$ cat config.mk
export PLATFORM = sky130hd
export DESIGN_NAME = dla_grid_aggregation_unit
export DESIGN_NICKNAME = d
export VERILOG_FILES = /design/src/rtl/dlag_pkg.sv /design/src/rtl/dlag_step.sv /design/src/rtl/dla_grid_aggregation_unit.sv
export SDC_FILE = /design/constraint.sdc
export NUM_CORES = 1
export LEC_CHECK = 0
export ABC_AREA = 1
export BUFFER_PORTS_ARGS = -buffer_cell sky130_fd_sc_hd__buf_2
export CORE_AREA = 3 3 149 151
export CTS_BUF_LIST = sky130_fd_sc_hd__clkbuf_4 sky130_fd_sc_hd__clkbuf_8
export DETAILED_ROUTE_END_ITERATION = 16
export DIE_AREA = 0 0 152 154
export PLACE_DENSITY = 0.69
export SLEW_MARGIN = 20
export SYNTH_ARGS = -nofsm -noshare
export SYNTH_HDL_FRONTEND = slang
export SYNTH_SLANG_ARGS = --single-unit
export TNS_END_PERCENT = 20
$ cat constraint.sdc
create_clock -name clk -period 4.7 [get_ports clk]
set_input_delay 0.47 -clock clk [delete_from_list [all_inputs] [get_ports clk]]
set_output_delay 0.47 -clock clk [all_outputs]
set_load 0.02 [all_outputs]
$ cat src/rtl/dlag_pkg.sv
`default_nettype none

package dlag_pkg;

    // Default grid side; the top level hands its parameter down from here.
    localparam int GRID_SIDE_DEF = 8;

    // Fixed widths of the interface fields.
    localparam int POS_OUT_W = 3;
    localparam int COUNT_W   = 7;

    localparam logic [COUNT_W-1:0] COUNT_MAX    = '1;
    localparam logic [COUNT_W-1:0] TARGET_RESET = 7'd21;

    // Register index of target_count on the configuration port.
    localparam logic REG_TARGET = 1'b0;

    // Walk direction codes.
    localparam logic [1:0] DIR_XDEC = 2'd0;
    localparam logic [1:0] DIR_XINC = 2'd1;
    localparam logic [1:0] DIR_YDEC = 2'd2;
    localparam logic [1:0] DIR_YINC = 2'd3;

    // Action codes.
    localparam logic ACT_RESTART = 1'b0;

    typedef enum logic [3:0] {
        PH_IDLE  = 4'b0001,
        PH_PLACE = 4'b0010,
        PH_WALK  = 4'b0100,
        PH_DONE  = 4'b1000
    } phase_t;

    typedef enum logic [2:0] {
        ST_SEEDED  = 3'd0,
        ST_REJECT  = 3'd1,
        ST_PLACED  = 3'd2,
        ST_MOVED   = 3'd3,
        ST_STUCK   = 3'd4,
        ST_IGNORED = 3'd5
    } status_t;

    typedef struct packed {
        status_t                status;
        logic [POS_OUT_W-1:0]   pos_x;
        logic [POS_OUT_W-1:0]   pos_y;
        logic [COUNT_W-1:0]     particle_count;
        logic                   done_res;
    } result_t;

endpackage

`default_nettype wire

$ cat src/rtl/dlag_step.sv
`default_nettype none

// Next-state logic for one item: reads the bitmap and the walker, decides the
// outcome and produces the updated state and the result.
module dlag_step
    import dlag_pkg::*;
#(
    parameter int GRID_SIDE = GRID_SIDE_DEF,
    parameter int CELLS     = GRID_SIDE * GRID_SIDE,
    parameter int POS_W     = ($clog2(GRID_SIDE) > POS_OUT_W) ? $clog2(GRID_SIDE) : POS_OUT_W
)
(
    input  wire logic [CELLS-1:0]     occ,
    input  wire logic [POS_W-1:0]     walker_x,
    input  wire logic [POS_W-1:0]     walker_y,
    input  wire phase_t               phase,
    input  wire logic [COUNT_W-1:0]   count,
    input  wire logic [COUNT_W-1:0]   target,
    input  wire logic                 action,
    input  wire logic [POS_OUT_W-1:0] rand_x,
    input  wire logic [POS_OUT_W-1:0] rand_y,
    input  wire logic [1:0]           rand_dir,
    output logic [CELLS-1:0]          occ_next,
    output logic [POS_W-1:0]          walker_x_next,
    output logic [POS_W-1:0]          walker_y_next,
    output phase_t                    phase_next,
    output logic [COUNT_W-1:0]        count_next,
    output result_t                   result
);

    localparam int IDX_W = $clog2(CELLS);
    localparam logic [POS_W-1:0] LAST = POS_W'(GRID_SIDE - 1);
    localparam logic [POS_W-1:0] HALF = POS_W'(GRID_SIDE / 2 - 1);

    function automatic logic [IDX_W-1:0] cell_idx(input logic [POS_W-1:0] x,
                                                  input logic [POS_W-1:0] y);
        cell_idx = IDX_W'(int'(y) * GRID_SIDE + int'(x));
    endfunction

    // Any of the four neighbors occupied; the position is inside the grid.
    function automatic logic has_nb(input logic [CELLS-1:0] map,
                                    input logic [POS_W-1:0] x,
                                    input logic [POS_W-1:0] y);
        has_nb = ((x != '0)   && map[cell_idx(x - 1'b1, y)]) ||
                 ((x != LAST) && map[cell_idx(x + 1'b1, y)]) ||
                 ((y != '0)   && map[cell_idx(x, y - 1'b1)]) ||
                 ((y != LAST) && map[cell_idx(x, y + 1'b1)]);
    endfunction

    logic               clear;
    logic               stick;
    logic               in_grid;
    logic [POS_W-1:0]   px;
    logic [POS_W-1:0]   py;
    logic [POS_W-1:0]   rx_ext;
    logic [POS_W-1:0]   ry_ext;
    logic [CELLS-1:0]   occ_base;
    logic [COUNT_W-1:0] count_base;
    status_t            status;

    assign rx_ext  = POS_W'(rand_x);
    assign ry_ext  = POS_W'(rand_y);
    assign in_grid = (int'(rand_x) < GRID_SIDE) && (int'(rand_y) < GRID_SIDE);

    // Decide the outcome of the item.
    always_comb
    begin
        clear         = 1'b0;
        stick         = 1'b0;
        px            = '0;
        py            = '0;
        walker_x_next = walker_x;
        walker_y_next = walker_y;
        status        = ST_IGNORED;
        phase_next    = phase;
        if (action == ACT_RESTART)
        begin
            clear         = 1'b1;
            stick         = 1'b1;
            px            = HALF + POS_W'(rand_x[0]);
            py            = HALF + POS_W'(rand_y[0]);
            walker_x_next = px;
            walker_y_next = py;
            status        = ST_SEEDED;
        end
        else
        begin
            case (phase)
                PH_PLACE:
                begin
                    px = rx_ext;
                    py = ry_ext;
                    if (!in_grid || occ[cell_idx(rx_ext, ry_ext)])
                    begin
                        status = ST_REJECT;
                    end
                    else
                    begin
                        walker_x_next = rx_ext;
                        walker_y_next = ry_ext;
                        if (has_nb(occ, rx_ext, ry_ext))
                        begin
                            stick  = 1'b1;
                            status = ST_STUCK;
                        end
                        else
                        begin
                            phase_next = PH_WALK;
                            status     = ST_PLACED;
                        end
                    end
                end
                PH_WALK:
                begin
                    case (rand_dir)
                        DIR_XDEC:
                        begin
                            if (walker_x != '0)
                                walker_x_next = walker_x - 1'b1;
                        end
                        DIR_XINC:
                        begin
                            if (walker_x != LAST)
                                walker_x_next = walker_x + 1'b1;
                        end
                        DIR_YDEC:
                        begin
                            if (walker_y != '0)
                                walker_y_next = walker_y - 1'b1;
                        end
                        default:
                        begin
                            if (walker_y != LAST)
                                walker_y_next = walker_y + 1'b1;
                        end
                    endcase
                    px = walker_x_next;
                    py = walker_y_next;
                    if (has_nb(occ, walker_x_next, walker_y_next))
                    begin
                        stick  = 1'b1;
                        status = ST_STUCK;
                    end
                    else
                    begin
                        status = ST_MOVED;
                    end
                end
                default:
                begin
                    status = ST_IGNORED;
                end
            endcase
        end

        // Sticking sets the cell, bumps the count and re-evaluates the phase.
        occ_base   = clear ? '0 : occ;
        count_base = clear ? '0 : count;
        occ_next   = occ_base;
        count_next = count_base;
        if (stick)
        begin
            occ_next   = occ_base | (CELLS'(1) << cell_idx(px, py));
            count_next = (count_base == COUNT_MAX) ? count_base : count_base + 1'b1;
            phase_next = (count_next >= target) ? PH_DONE : PH_PLACE;
        end
    end

    // Result fields; positions are reported in the low bits.
    always_comb
    begin
        result.status         = status;
        result.pos_x          = px[POS_OUT_W-1:0];
        result.pos_y          = py[POS_OUT_W-1:0];
        result.particle_count = count_next;
        result.done_res       = (phase_next == PH_DONE);
    end

endmodule

`default_nettype wire

$ cat src/rtl/dla_grid_aggregation_unit.sv
// Diffusion-limited aggregation engine on a GRID_SIDE x GRID_SIDE bitmap.
// Random draws arrive on the slave stream: s_tuser is the action (restart or
// draw), s_tdata carries rand_x, rand_y and rand_dir. Each accepted item gives
// exactly one result on the master stream: m_tuser is the status code, m_tdata
// carries the reported position, the particle count and the done flag.
// Every item is handled combinationally: the bitmap neighbor lookup and update
// sit between the input handshake and the output register, and one item can
// be taken every cycle unless the receiver stalls. The output register frees
// up in the same cycle it is drained, so a new item is taken while m_tready
// is high even if a result is still waiting; when the receiver stalls with a
// result held, s_tready drops until that result is transferred.
// The target particle count is set through the APB port at address 0 and
// should only be changed while the stream is idle.
// Reset clears the bitmap, walker, count and phase; the block is
// then idle and ignores draws until a restart item seeds the grid.
`default_nettype none

module dla_grid_aggregation_unit
    import dlag_pkg::*;
#(
    parameter int GRID_SIDE = GRID_SIDE_DEF
)
(
    input  wire logic        clk,
    input  wire logic        rst_n,
    // Input stream.
    input  wire logic        s_tvalid,
    output logic             s_tready,
    input  wire logic [7:0]  s_tdata,   // rand_x[2:0], rand_y[5:3], rand_dir[7:6]
    input  wire logic [0:0]  s_tuser,   // action[0]
    // Result stream.
    output logic             m_tvalid,
    input  wire logic        m_tready,
    output logic [15:0]      m_tdata,   // pos_x[2:0], pos_y[5:3], particle_count[12:6],
                                        // done_res[13], zero[15:14]
    output logic [2:0]       m_tuser,   // status[2:0]
    // Configuration port.
    input  wire logic        psel,
    input  wire logic        penable,
    input  wire logic        pwrite,
    input  wire logic [2:0]  paddr,
    input  wire logic [31:0] pwdata,
    output logic [31:0]      prdata,
    output logic             pready
);

    localparam int CELLS = GRID_SIDE * GRID_SIDE;
    localparam int POS_W = ($clog2(GRID_SIDE) > POS_OUT_W) ? $clog2(GRID_SIDE) : POS_OUT_W;

    logic [CELLS-1:0]   occ_reg;
    logic [CELLS-1:0]   occ_next;
    logic [POS_W-1:0]   walker_x_reg;
    logic [POS_W-1:0]   walker_x_next;
    logic [POS_W-1:0]   walker_y_reg;
    logic [POS_W-1:0]   walker_y_next;
    phase_t             phase_reg;
    phase_t             phase_next;
    logic [COUNT_W-1:0] count_reg;
    logic [COUNT_W-1:0] count_next;
    logic [COUNT_W-1:0] target_reg;
    logic               m_tvalid_reg;
    result_t            result_reg;
    result_t            result_next;
    logic               in_xfer;
    logic               cfg_wr;

    // Handshakes.
    assign pready   = 1'b1;
    assign s_tready = !m_tvalid_reg || m_tready;
    assign in_xfer  = s_tvalid && s_tready;
    assign cfg_wr   = psel && penable && pwrite && pready && (paddr[2] == REG_TARGET);

    // Configuration register.
    always_ff @(posedge clk or negedge rst_n)
    begin
        if (!rst_n)
            target_reg <= TARGET_RESET;
        else if (cfg_wr)
            target_reg <= pwdata[COUNT_W-1:0];
    end

    assign prdata = (paddr[2] == REG_TARGET) ? 32'(target_reg) : '0;

    // Per-item decision logic.
    dlag_step #(
        .GRID_SIDE (GRID_SIDE),
        .CELLS     (CELLS),
        .POS_W     (POS_W)
    ) u_step (
        .occ           (occ_reg),
        .walker_x      (walker_x_reg),
        .walker_y      (walker_y_reg),
        .phase         (phase_reg),
        .count         (count_reg),
        .target        (target_reg),
        .action        (s_tuser[0]),
        .rand_x        (s_tdata[2:0]),
        .rand_y        (s_tdata[5:3]),
        .rand_dir      (s_tdata[7:6]),
        .occ_next      (occ_next),
        .walker_x_next (walker_x_next),
        .walker_y_next (walker_y_next),
        .phase_next    (phase_next),
        .count_next    (count_next),
        .result        (result_next)
    );

    // Grid and walker state, updated on every input transfer.
    always_ff @(posedge clk or negedge rst_n)
    begin
        if (!rst_n)
        begin
            occ_reg      <= '0;
            walker_x_reg <= '0;
            walker_y_reg <= '0;
            phase_reg    <= PH_IDLE;
            count_reg    <= '0;
        end
        else if (in_xfer)
        begin
            occ_reg      <= occ_next;
            walker_x_reg <= walker_x_next;
            walker_y_reg <= walker_y_next;
            phase_reg    <= phase_next;
            count_reg    <= count_next;
        end
    end

    // Output register.
    always_ff @(posedge clk or negedge rst_n)
    begin
        if (!rst_n)
            m_tvalid_reg <= 1'b0;
        else if (in_xfer)
            m_tvalid_reg <= 1'b1;
        else if (m_tready)
            m_tvalid_reg <= 1'b0;
    end

    always_ff @(posedge clk)
    begin
        if (in_xfer)
            result_reg <= result_next;
    end

    assign m_tvalid = m_tvalid_reg;
    assign m_tuser  = result_reg.status;
    assign m_tdata  = {2'b00, result_reg.done_res, result_reg.particle_count,
                       result_reg.pos_y, result_reg.pos_x};

    // Every accepted item leaves a result in the output register.
    a_result_follows: assert property (@(posedge clk) disable iff (!rst_n)
        in_xfer |=> m_tvalid_reg)
        else $error("accepted item produced no result");

    // A restart always leaves the idle phase.
    a_restart_leaves_idle: assert property (@(posedge clk) disable iff (!rst_n)
        (in_xfer && (s_tuser[0] == ACT_RESTART)) |=> (phase_reg != PH_IDLE))
        else $error("restart left the block idle");

    // An unseeded grid is empty.
    a_idle_empty: assert property (@(posedge clk) disable iff (!rst_n)
        (phase_reg == PH_IDLE) |-> ((occ_reg == '0) && (count_reg == '0)))
        else $error("idle phase with occupied cells or nonzero count");

    // The walker stays inside the grid while walking.
    a_walker_in_grid: assert property (@(posedge clk) disable iff (!rst_n)
        (phase_reg == PH_WALK) |->
            ((int'(walker_x_reg) < GRID_SIDE) && (int'(walker_y_reg) < GRID_SIDE)))
        else $error("walker outside the grid");

endmodule

`default_nettype wire
==> results by stage <==
Status:
- The flow ran to the end, and the final reports show no timing, DRC or antenna violations.

STA:
- Setup total negative slack on the finished layout was measured at 0 ns.
- The final hold violation count is 0.
- For the finished layout, the period the worst path requires is approximately 4 ns.
- Derived from the worst setup path, the maximum achievable clock frequency is between 200 and 300 MHz.
- The pin slew with the least headroom to its limit is ~1.0 ns.
- Setup repair after global routing left no endpoint under its margin.
- The final cycle utilization of the critical path is 0.851.
- Setup violations remaining at the end of the flow were counted as 0.
- The relative slew slack is 0.299.
- The number of max-slew violations in the final report is 0.
- The post-route clock skew is around 0.012 ns.

Final layout:
- The area growth from synthesis to layout is 5.76%.
- The number of antenna diodes in the final layout is 0.
- Fill cells in the final layout number between 2000 and 2500.
- The register with the most flip-flops in the layout has 64 of them.
- The fraction of layout cells with a size suffix above 1 is 0.112.
- The library cells used most frequently in the layout, excluding fill and tap cells, are sky130_fd_sc_hd__nand2_1 (350), sky130_fd_sc_hd__nand3_1 (252), sky130_fd_sc_hd__o21ai_0 (127), sky130_fd_sc_hd__inv_1 (123), sky130_fd_sc_hd__dfrtp_1 (85).
- The final layout net count is 1505.
- The library cell used most frequently in the layout, excluding fill and tap cells, is sky130_fd_sc_hd__nand2_1.
- Once layout is complete, the utilization of the core stands at 0.476.

Synthesis:
- Counting flops and latches in the post-synthesis netlist gives around 110.
- The netlist uses between 50 and 60 different library cells.
- The cell count after synthesis came out at between 1000 and 1500.
- The count of synthesis-stage warnings from yosys is 0.
- The average size of a mapped cell is 6.62 um2.
- Counting flops with a built-in enable in the synthesized netlist gives 17.
- The fraction of synthesis flops using an asynchronous set or reset pin is 0.840.
- The share of the Yosys chip area taken by registers is 0.291.
- The leading register cell type out of synthesis is sky130_fd_sc_hd__dfrtp_1.
- The mapped netlist covers 9430 um2.

Worst hold path:
- The min-delay analysis places its worst path in the category input port to async pin.

Floorplan:
- The die covers approximately 23000 um2.
- In this run the horizontal extent of the chip is about 150 um.
- In this run the standard cell core region covers ~21000 um2.
- The count of boundary I/O pins is approximately 110.
- The initial utilization of the core area, before any placement, comes to 0.450.
- In this run the core area contains between 50 and 60 standard-cell rows.
- The floorplan step set the die height to 154 um.

Drt:
- The number of remaining DRC errors is 0.
- For this block, the routed nets add up to about 29 mm of wire.
- The via count is 9852.
- The via density per instance is approximately 5.8.
- The violation count after the first detailed-routing iteration is ~750.
- In the final routed layout, each cell accounts on average for approximately 17 um.
- The final antenna-violating net count is 0.
- The number of optimization iterations in the first detailed-route pass is 5.

Clock tree:
- The clock drives 106 sinks.
- The clock passes through at most 2 buffers.
- The H-tree was split into 3 levels.
- The post-CTS setup buffer count is 0.
- The later pin in the worst-skew pair is clocked with a latency of around 0.38 ns.
- The clock transition time at the flip-flop clock pins of the worst setup and hold paths is around 0.11 ns.
- Buffers inserted to repair hold after CTS numbered 0.
- TritonCTS built the clock tree.
- Clock tree synthesis inserted a total of 9 buffers.
- The cell at the root of the clock tree is sky130_fd_sc_hd__clkbuf_8.
- The number of gates resized after CTS is 0.

Flow run:
- Max-cap violations in this run came to 0.

Pwr:
- The total power is between 3 and 4 mW.
- The worst-case IR drop observed on VDD is roughly 160 uV.
- In this run the power density over the cells is 381 nW/um2.
- The static power due to leakage is 4.54 nW.

Global routing:
- The maximum number of pins on one net before global-route repair is 59.
- The number of global-route vias before repair was about 8900.
- The total overflow reported by the global router is 0.
- The all-layer global routing usage is 0.247.
- The global-route wire length before repair is between 40 and 50 mm.
- The number of antenna violations at the first check in global routing was 0.

Worst setup path:
- STA puts the critical path data required time at between 4 and 5 ns.
- Data arrives at the worst endpoint at 4.25 ns.
- The type of destination of the critical path is a flop.
- The worst setup path is launched from a flop.
- Along the worst path, the maximum fanout reaches between 40 and 50.
- The kind of critical path is flop to flop.

Place:
- The count of input and output buffers is 49.
- Detailed placement ended at an HPWL of 22.2 mm.
- The final weighted congestion in routability-driven placement is 0.906.
-- layer usage --
layer  GRT usage  vias up  wire (um)  share of wire
met5           0        -          0              0
met4      0.0826        0        940          0.032
met3      0.0307       61       2520          0.086
met2       0.384      472      13000           0.44
met1       0.357     4537      12900           0.44
li1            -     4782          -              -
-- worst max-delay path, cell delays in order (launching register included) --
cell,delay [ns]
sky130_fd_sc_hd__dfrtp_1,0.42
sky130_fd_sc_hd__inv_1,0.12
sky130_fd_sc_hd__ha_1,0.18
sky130_fd_sc_hd__nand2_1,0.09
sky130_fd_sc_hd__nand2_1,0.09
sky130_fd_sc_hd__nand3_1,0.11
sky130_fd_sc_hd__nand2_2,0.22
sky130_fd_sc_hd__inv_2,0.16
sky130_fd_sc_hd__nand2_2,0.15
sky130_fd_sc_hd__inv_1,0.06
sky130_fd_sc_hd__ha_1,0.28
sky130_fd_sc_hd__inv_1,0.25
sky130_fd_sc_hd__nand3_1,0.12
sky130_fd_sc_hd__nand3_1,0.10
sky130_fd_sc_hd__nand3_1,0.10
sky130_fd_sc_hd__a21oi_1,0.17
sky130_fd_sc_hd__nor2_2,0.11
sky130_fd_sc_hd__o21bai_4,0.21
sky130_fd_sc_hd__nand3_4,0.23
sky130_fd_sc_hd__nand2_8,0.38
sky130_fd_sc_hd__buf_12,0.20
sky130_fd_sc_hd__o22ai_1,0.07
-- where the power goes --
group / switching, mW / total (mW) / internal, mW
sequential: 0.0604 / 1.08 / 1.02
clock: 0.337 / 0.599 / 0.263
combinational: 1.45 / 2.11 / 0.660
-- cell usage after synthesis, types with 2 or more instances --
master | count | area, um2
sky130_fd_sc_hd__a21oi_1 | 76 | 380
sky130_fd_sc_hd__a31oi_1 | 2 | 12.5
sky130_fd_sc_hd__buf_1 | 2 | 7.51
sky130_fd_sc_hd__buf_2 | 26 | 130
sky130_fd_sc_hd__buf_4 | 32 | 240
sky130_fd_sc_hd__buf_6 | 10 | 113
sky130_fd_sc_hd__clkbuf_1 | 50 | 188
sky130_fd_sc_hd__clkinv_1 | 3 | 11.3
sky130_fd_sc_hd__conb_1 | 2 | 7.51
sky130_fd_sc_hd__dfrtp_1 | 85 | 2130
sky130_fd_sc_hd__dfstp_2 | 4 | 105
sky130_fd_sc_hd__edfxtp_1 | 17 | 510
sky130_fd_sc_hd__ha_1 | 29 | 363
sky130_fd_sc_hd__inv_1 | 123 | 462
sky130_fd_sc_hd__inv_2 | 6 | 22.5
sky130_fd_sc_hd__nand2_1 | 351 | 1320
sky130_fd_sc_hd__nand2_2 | 6 | 37.5
sky130_fd_sc_hd__nand3_1 | 252 | 1260
sky130_fd_sc_hd__nand3_2 | 3 | 30.0
sky130_fd_sc_hd__nand3b_1 | 2 | 15.0
sky130_fd_sc_hd__nand4_1 | 19 | 119
sky130_fd_sc_hd__nor2_1 | 62 | 233
sky130_fd_sc_hd__nor2_2 | 3 | 18.8
sky130_fd_sc_hd__nor3_1 | 2 | 10.0
sky130_fd_sc_hd__nor4_1 | 6 | 37.5
sky130_fd_sc_hd__o211ai_1 | 19 | 143
sky130_fd_sc_hd__o21a_1 | 5 | 37.5
sky130_fd_sc_hd__o21ai_0 | 127 | 636
sky130_fd_sc_hd__o21ai_1 | 11 | 55.1
sky130_fd_sc_hd__o21ai_2 | 11 | 96.3
sky130_fd_sc_hd__o221ai_1 | 3 | 26.3
sky130_fd_sc_hd__o22ai_1 | 37 | 231
sky130_fd_sc_hd__o22ai_2 | 16 | 200
sky130_fd_sc_hd__xnor2_1 | 3 | 26.3
sky130_fd_sc_hd__xor2_1 | 4 | 35.0
-- cells by family (layout without fill, tap and decap cells) --
kind of cell / Yosys count / in the layout / synth area share
AO/OA/AOI/OAI: 314 / 314 / 0.202
XOR/XNOR: 7 / 7 / 0.00650
adder cells (fa/ha/maj): 29 / 29 / 0.0385
buffers and inverters: 252 / 231 / 0.125
flip-flops: 106 / 106 / 0.291
multiplexers: 1 / 1 / 0.00106
other: 2 / 28 / 0.000797
AND/OR/NAND/NOR: 714 / 714 / 0.336
-- path summary, 6_finish.rpt --
kind	end	slack [ns]	cells after the start	start
worst max register to register	occ_reg[0]	0.70	21	walker_x_reg[1]
max in group asynchronous	occ_reg[1]	3.62	2	rst_n
min in group clk	target_reg[2]	0.31	3	pwdata[2]
worst min-delay path	m_tvalid	0.06	1	rst_n
worst min register to register	phase_reg[0]	0.48	2	phase_reg[0]
worst max-delay path	occ_reg[0]	0.70	21	walker_x_reg[1]
-- cell type report --
cell class | instances | area (um2) | share of cell area
Clock inverter | 5 | 63.8 | 0.00640
Clock buffer | 11 | 139 | 0.0139
Tap cell | 275 | 344 | 0.0345
Multi-Input combinational cell | 1093 | 5630 | 0.565
Inverter | 132 | 495 | 0.0497
Sequential cell | 106 | 2740 | 0.275
Timing Repair Buffer | 83 | 553 | 0.0555
-- through the flow --
step / instance area, um2 / cells / setup slack, ns / hold WS (ns)
after detailed placement: 9770 / 1689 / 0.621 / 0.461
after floorplan: 9520 / 1451 / 1.07 / 0.174
final: 9970 / 1705 / 0.701 / 0.0565
after CTS: 9970 / 1705 / 0.722 / 0.0581
after global placement: 9770 / 1689 / 0.669 / 0.456
after global routing: 9970 / 1705 / 0.302 / 0.0736
Note: power is estimated with default switching activity, not from simulation.
